[src/ccrc_pkg.sv]
// Shared types and constants for the configurable CRC engine.
package ccrc_pkg;

  localparam int CRC_W   = 32;
  localparam int DATA_W  = 8;
  localparam int CNT_W   = 4;
  localparam int DEG_W   = 5;
  localparam int NIBBLE  = 4;
  localparam int ADDR_W  = 4;
  localparam int IN_TDATA_W = 16;

  localparam logic [DEG_W-1:0] DEGREE_RESET = DEG_W'(16);

  typedef enum logic [1:0] {
    REG_POLY   = 2'd0,
    REG_DEGREE = 2'd1,
    REG_INIT   = 2'd2,
    REG_PAD    = 2'd3
  } reg_idx_t;

  typedef struct packed {
    logic [CRC_W-1:0] poly;
    logic [CRC_W-1:0] init_value;
    logic [CRC_W-1:0] top_mask;
    logic [CRC_W-1:0] out_mask;
    logic             pad_to_nibble;
  } ccrc_cfg_t;

endpackage

[src/ccrc_byte.sv]
// Eight-bit MSB-first CRC update with start-of-message load and nibble padding.
module ccrc_byte
  import ccrc_pkg::*;
(
  input  ccrc_cfg_t           cfg_i,
  input  logic [CRC_W-1:0]    crc_i,
  input  logic [DATA_W-1:0]   data_i,
  input  logic [CNT_W-1:0]    count_i,
  input  logic                first_i,
  output logic [CRC_W-1:0]    crc_o
);

  logic [CNT_W-1:0] cnt_norm;
  logic [CNT_W-1:0] cnt_eff;
  logic [CRC_W-1:0] crc_start;

  always_comb begin
    // zero or oversize counts mean a full byte
    if (count_i == '0 || count_i > CNT_W'(DATA_W)) begin
      cnt_norm = CNT_W'(DATA_W);
    end else begin
      cnt_norm = count_i;
    end
    cnt_eff = cnt_norm;
    if (first_i && cfg_i.pad_to_nibble && cnt_norm[1:0] != 2'b00) begin
      cnt_eff = (cnt_norm < CNT_W'(NIBBLE)) ? CNT_W'(NIBBLE) : CNT_W'(DATA_W);
    end
    crc_start = first_i ? cfg_i.init_value : crc_i;
  end

  always_comb begin
    logic [CRC_W-1:0] crc;
    logic             din;
    logic             top;
    crc = crc_start;
    din = 1'b0;
    top = 1'b0;
    for (int i = DATA_W - 1; i >= 0; i--) begin
      if (CNT_W'(i) < cnt_eff) begin
        // leading pad bits read as zero
        din = (CNT_W'(i) < cnt_norm) ? data_i[i] : 1'b0;
        top = |(crc & cfg_i.top_mask);
        crc = {crc[CRC_W-2:0], 1'b0};
        if (din != top) begin
          crc = crc ^ cfg_i.poly;
        end
      end
    end
    crc_o = crc;
  end

endmodule

[src/configurable_crc_engine.sv]
// Configurable CRC engine: input stage, byte update and result register.
//
// Usage:
//   Input channel (in_*): one transfer per message chunk. in_tdata carries the
//   data byte and its valid bit count, in_tuser marks the first chunk of a
//   message (loads the initial value) and in_tlast the final chunk.
//   Result channel (out_*): one transfer per message, carrying the CRC masked
//   to the programmed degree.
//   Configuration port (cfg_*): APB-style, registers poly (0x0), degree (0x4),
//   initial value (0x8) and nibble padding (0xC). Program only while idle.
// Result path: a last chunk goes from the input register through the byte update
//   into the result register. Throughput: one chunk per cycle while no last chunk
//   is stalled; the eight bit steps of a chunk are done in one pass of the byte
//   update between the input register and the CRC register.
// Reset: clears both pipeline stages, the CRC register and the config
//   registers (degree 16, all others zero).
// Stall: while a result waits, non-last chunks keep flowing; a following last
//   chunk holds in the input stage and in_tready drops until the result moves.
module configurable_crc_engine
  import ccrc_pkg::*;
(
  input  logic                   clk,
  input  logic                   rst_n,
  // input channel
  input  logic                   in_tvalid,
  output logic                   in_tready,
  input  logic [IN_TDATA_W-1:0]  in_tdata,   // [7:0] data_byte, [11:8] bit_count, rest zero
  input  logic                   in_tuser,   // [0] first
  input  logic                   in_tlast,
  // result channel
  output logic                   out_tvalid,
  input  logic                   out_tready,
  output logic [CRC_W-1:0]       out_tdata,  // [31:0] crc_value
  // configuration port
  input  logic                   cfg_psel,
  input  logic                   cfg_penable,
  input  logic                   cfg_pwrite,
  input  logic [ADDR_W-1:0]      cfg_paddr,
  input  logic [CRC_W-1:0]       cfg_pwdata,
  output logic [CRC_W-1:0]       cfg_prdata,
  output logic                   cfg_pready
);

  // configuration registers
  logic [CRC_W-1:0] poly_r;
  logic [DEG_W-1:0] degree_r;
  logic [CRC_W-1:0] init_r;
  logic             pad_r;
  reg_idx_t         cfg_idx;
  logic             cfg_wr;

  assign cfg_pready = 1'b1;
  assign cfg_idx    = reg_idx_t'(cfg_paddr[3:2]);
  assign cfg_wr     = cfg_psel & cfg_penable & cfg_pwrite & cfg_pready;

  always_ff @(posedge clk) begin
    if (!rst_n) begin
      poly_r   <= '0;
      degree_r <= DEGREE_RESET;
      init_r   <= '0;
      pad_r    <= 1'b0;
    end else if (cfg_wr) begin
      unique case (cfg_idx)
        REG_POLY:   poly_r   <= cfg_pwdata;
        REG_DEGREE: degree_r <= cfg_pwdata[DEG_W-1:0];
        REG_INIT:   init_r   <= cfg_pwdata;
        REG_PAD:    pad_r    <= cfg_pwdata[0];
        default:    ;
      endcase
    end
  end

  always_comb begin
    unique case (cfg_idx)
      REG_POLY:   cfg_prdata = poly_r;
      REG_DEGREE: cfg_prdata = CRC_W'(degree_r);
      REG_INIT:   cfg_prdata = init_r;
      REG_PAD:    cfg_prdata = CRC_W'(pad_r);
      default:    cfg_prdata = '0;
    endcase
  end

  // derived configuration: degree zero acts as degree one
  ccrc_cfg_t        cfg;
  logic [DEG_W-1:0] deg_eff;

  always_comb begin
    deg_eff           = (degree_r == '0) ? DEG_W'(1) : degree_r;
    cfg.poly          = poly_r;
    cfg.init_value    = init_r;
    cfg.top_mask      = CRC_W'(1) << (deg_eff - DEG_W'(1));
    cfg.out_mask      = cfg.top_mask | (cfg.top_mask - CRC_W'(1));
    cfg.pad_to_nibble = pad_r;
  end

  // input stage
  logic              s1_v_r;
  logic [DATA_W-1:0] s1_data_r;
  logic [CNT_W-1:0]  s1_cnt_r;
  logic              s1_first_r;
  logic              s1_last_r;
  logic              s1_adv;

  // a last chunk needs a free result register
  assign s1_adv    = s1_v_r & (~s1_last_r | ~out_tvalid | out_tready);
  assign in_tready = ~s1_v_r | s1_adv;

  always_ff @(posedge clk) begin
    if (!rst_n) begin
      s1_v_r <= 1'b0;
    end else if (in_tready) begin
      s1_v_r <= in_tvalid;
    end
  end

  always_ff @(posedge clk) begin
    if (in_tready && in_tvalid) begin
      s1_data_r  <= in_tdata[DATA_W-1:0];
      s1_cnt_r   <= in_tdata[DATA_W+CNT_W-1:DATA_W];
      s1_first_r <= in_tuser;
      s1_last_r  <= in_tlast;
    end
  end

  // CRC state and result register
  logic [CRC_W-1:0] crc_r;
  logic [CRC_W-1:0] crc_nxt;
  logic             out_valid_r;
  logic [CRC_W-1:0] out_data_r;

  ccrc_byte u_byte (
    .cfg_i   (cfg),
    .crc_i   (crc_r),
    .data_i  (s1_data_r),
    .count_i (s1_cnt_r),
    .first_i (s1_first_r),
    .crc_o   (crc_nxt)
  );

  always_ff @(posedge clk) begin
    if (!rst_n) begin
      crc_r <= '0;
    end else if (s1_adv) begin
      crc_r <= crc_nxt;
    end
  end

  always_ff @(posedge clk) begin
    if (!rst_n) begin
      out_valid_r <= 1'b0;
    end else if (s1_adv && s1_last_r) begin
      out_valid_r <= 1'b1;
    end else if (out_tready) begin
      out_valid_r <= 1'b0;
    end
  end

  always_ff @(posedge clk) begin
    if (s1_adv && s1_last_r) begin
      out_data_r <= crc_nxt & cfg.out_mask;
    end
  end

  assign out_tvalid = out_valid_r;
  assign out_tdata  = out_data_r;

  // checks
  a_last_makes_result: assert property (@(posedge clk) disable iff (!rst_n)
    rst_n && s1_adv && s1_last_r |=> out_valid_r)
    else $error("last chunk left input stage without a result");

  a_ready_low_reason: assert property (@(posedge clk) disable iff (!rst_n)
    !in_tready |-> s1_v_r && s1_last_r && out_tvalid && !out_tready)
    else $error("input stalled without a blocked result");

  a_crc_hold: assert property (@(posedge clk) disable iff (!rst_n)
    rst_n && !s1_adv |=> $stable(crc_r))
    else $error("CRC register moved with no chunk in progress");

  a_result_source: assert property (@(posedge clk) disable iff (!rst_n)
    $rose(out_valid_r) |-> $past(s1_adv && s1_last_r))
    else $error("result appeared without a last chunk");

endmodule
[config.mk]
export PLATFORM = sky130hd
export DESIGN_NAME = configurable_crc_engine
export DESIGN_NICKNAME = d
export VERILOG_FILES = /design/src/ccrc_pkg.sv /design/src/ccrc_byte.sv /design/src/configurable_crc_engine.sv
export SDC_FILE = /design/constraint.sdc
export NUM_CORES = 1
export LEC_CHECK = 0
export ABC_AREA = 1
export BUFFER_PORTS_ARGS = -buffer_cell sky130_fd_sc_hd__buf_2
export CAP_MARGIN = 5
export CORE_MARGIN = 2
export CORE_UTILIZATION = 60
export CTS_CLUSTER_DIAMETER = 200
export CTS_CLUSTER_SIZE = 40
export DETAILED_ROUTE_END_ITERATION = 10
export MAX_ROUTING_LAYER = met4
export PLACE_DENSITY_LB_ADDON = 0.2
export SETUP_SLACK_MARGIN = 0.05
export SLEW_MARGIN = 20
export SYNTH_ARGS = -nofsm -noshare
export SYNTH_HDL_FRONTEND = slang
export SYNTH_HIERARCHICAL = 1
export SYNTH_SLANG_ARGS = --single-unit
[constraint.sdc]
create_clock -name clk -period 10.86 [get_ports clk]
set_input_delay 2.172 -clock clk [delete_from_list [all_inputs] [get_ports clk]]
set_output_delay 2.172 -clock clk [all_outputs]
set_load 0.005 [all_outputs]
==> impl_metrics.json, run 1 <==
{
  "cts_buffers": 17,
  "synthCells": 3523,
  "num_rows": 65,
  "grt_max_degree": 104,
  "grt_overflow": 195,
  "failed_stage": "global routing (5_1_grt)",
  "pre_cts_slack_ns": -1.54,
  "initial_utilization_pct": 61.0,
  "htree_levels": 4,
  "root_buffer": "clkbuf_16",
  "syn_nets": 3586,
  "portBuffers": 120,
  "status": "stopped before the end",
  "dp_hpwl_mm": 66.1,
  "placed_cell_area_um2": 25200,
  "place_congestion": 1.25,
  "tool.error": "[ERROR GRT-0232] Routing congestion too high. Check the congestion heatmap in the GUI.",
  "ys_warn_count": 6,
  "cts.sinks": 150,
  "hold_buffers": 0,
  "io_pins": 128,
  "grt_use_total_pct": 74.7,
  "die_w_um": 183,
  "die_h_um": 183,
  "syn_avg_cell_area_um2": 5.47,
  "syn-cell-area_um2": 19300,
  "clock_path_buffers": 2
}
==> through the flow <==
stage               hold slack (ns)  util [%]  cells
CTS                           0.487      84.3   4638
floorplan                     0.446         -   3523
global placement              0.457      79.8   4584
detailed placement            0.475      79.8   4584
==> per-layer routing <==
metal	GRT usage (%)	overflow
met1	74.8	7
met4	72.1	81
met2	91.2	104
met3	54.3	3
met5	-	-
==> repair_timing <==
| action | 4_1_cts |
|---|---|
| pin swaps | 36 |
| cloned | 9 |
| resized for setup | 149 |
| setup endpoints to repair | 64 |
| setup buffers | 13 |
==> run 2, diff against run 1 <==
CORE_UTILIZATION = 40   (was 60)
CTS_CLUSTER_DIAMETER = not set   (was 200)
CTS_CLUSTER_SIZE = not set   (was 40)
MAX_ROUTING_LAYER = not set   (was met4)
PLACE_DENSITY_LB_ADDON = 0.15   (was 0.2)
SETUP_SLACK_MARGIN = not set   (was 0.05)
==> run 2 against run 1 <==
Effect of this change: the flow now finishes, with violations (setup timing); area after synthesis unchanged; synthesized cell count unchanged.
==> impl_metrics.json, run 2 <==
{
  "status": "finished with violations",
  "violations": "setup timing",
  "portBuffers": 120,
  "postRouteAntennaNets": 0,
  "antenna_found_initial": 1,
  "final_area_um2": 28800,
  "cts_tree": "done",
  "fin_nets": 4427,
  "worstSetupPathType": "reg2reg",
  "insertion_delay_ns": 0.47,
  "cp_data_arrival_time_ns": 12.02,
  "grt_overflow": 0,
  "clock_path_buffers": 2,
  "period_minus_slack_ns": 11.81,
  "final_cell_mix": "1,056 x nand2_1, 828 x buf_4, 625 x nand3_1",
  "instances_no_fill": 4992,
  "io_pins": 128,
  "slew_headroom_pct": 22.1,
  "n_fill_cell": 4802,
  "initial_utilization_pct": 40.4,
  "cp-start-kind": "flip-flop",
  "syn_avg_cell_area_um2": 5.47,
  "grt_first_pass_wirelength_mm": 132,
  "ys_warn_count": 6,
  "p_leak_nw": 16.5,
  "core_area_um2": 47600,
  "dp_hpwl_mm": 72.0,
  "dpl.cell_count": 4925,
  "hold_viol_final": 0,
  "num_rows": 80,
  "grt_use_total_pct": 34.7,
  "synthCells": 3523,
  "cts_buffers": 17,
  "cts.sinks": 150,
  "syn_nets": 3586,
  "hold_buffers": 0,
  "clk_pin_slew_worst_paths_ns": 0.07,
  "area_growth_pct": 49.8,
  "path_common_cell": "nand2_1",
  "drv_cap": 0,
  "layout-drive-gt1-share_pct": 30.5,
  "max_freq_ghz": 0.0847,
  "die_w_um": 223,
  "die_h_um": 223,
  "place_congestion": 1.00,
  "syn-cell-area_um2": 19300,
  "tns_ns": -50.37,
  "drt_pass1_iterations": 9,
  "root_buffer": "clkbuf_16",
  "ir_drop_uv": 153,
  "dr.first_iter.drc_count": 2392,
  "finalCritPeriodShare_pct": 109,
  "fin_ws_ns": -0.947,
  "worst_clock_skew_ns": 0.0190,
  "rsz0062_at_grt": "true",
  "worstPathRequired_ns": 11.07,
  "setup_violations": 64,
  "placed_cell_area_um2": 26600,
  "die-area_um2": 49900,
  "worstPathMaxFanout": 16,
  "htree_levels": 4,
  "vias": 25673,
  "wl_per_cell_um": 18.2,
  "min_path_type": "reg2reg",
  "remaining_drc_errors": 0,
  "max_slew.worst_pin.slew_ns": 1.17,
  "vias_per_cell": 5.14,
  "max_stage_delay_ns": 0.34,
  "num_antenna_cells": 0,
  "wl_mm": 91.0,
  "grt_pass1_vias": 22558,
  "power_density_nw_per_um2": 198,
  "final_common_cell": "nand2_1",
  "crit_slowest_cell": "dfxtp_2",
  "grt_max_degree": 104,
  "maxSlewViolCount": 0,
  "critPathCaptureType": "flip-flop"
}
run 2: layout make-up:
type	instances	area (um^2)	area share, %
Clock inverter	15	158	0.546
Inverter	509	1920	6.64
Timing Repair Buffer	1020	8120	28.1
Sequential cell	150	3470	12.0
Tap cell	615	769	2.67
Clock buffer	17	425	1.47
Multi-Input combinational cell	2666	14000	48.5
run 2: what timing repair did:
item,in CTS,in global routing
pin swaps,27,113
buffers inserted,6,16
cloned,1,13
endpoints found under the setup margin,64,64
gates resized for setup,125,202
run 2: worst paths after layout:
kind	from	end	slack, ns	cells after the start
worst min register to register	crc_r[13]	crc_r[13]	0.48	2
worst max register to register	degree_r[3]	out_tdata[14]	-0.95	100
worst min-delay path	crc_r[13]	crc_r[13]	0.48	2
worst max-delay path	degree_r[3]	out_tdata[14]	-0.95	100
run 2: through the flow:
| step | power (mW) | utilization (%) | setup WS (ns) | hold slack, ns |
|---|---|---|---|---|
| 4_1_cts | 5.33 | 57.9 | -0.498 | 0.481 |
| 3_5_place_dp | 4.58 | 55.9 | -1.46 | 0.465 |
| 5_1_grt | 6.12 | 60.5 | -1.66 | 0.498 |
| 2_1_floorplan | 2.68 | - | 0.836 | 0.446 |
| 6_report | 5.72 | 60.5 | -0.947 | 0.481 |
| 3_3_place_gp | 4.55 | 55.9 | -1.32 | 0.457 |
run 2: routing by layer:
layer	share of wire (%)	wire (um)	global-route usage [%]
met5	0	0	0
met4	3.5	3150	12.4
met3	8.7	7920	5.76
met2	45	41000	56.4
met1	43	38900	46.4
run 2: power by group:
group / leakage, nW / internal, mW / switching, mW
logic: 15.0 / 2.06 / 2.40
registers: 1.29 / 0.639 / 0.0182
clock network: 0.286 / 0.325 / 0.282
total: 16.5 / 3.02 / 2.70
run 2: critical path, delay by kind of cell, from the launching register on:
family | cells | cell delay (ns)
and+or+nand+nor | 82 | 8.31
adders and majority gates | 1 | 0.32
buffers and inverters | 16 | 2.41
AOI/OAI and AO/OA | 1 | 0.13
DFF | 1 | 0.34
No activity file was read; power rests on OpenSTA's default activity.
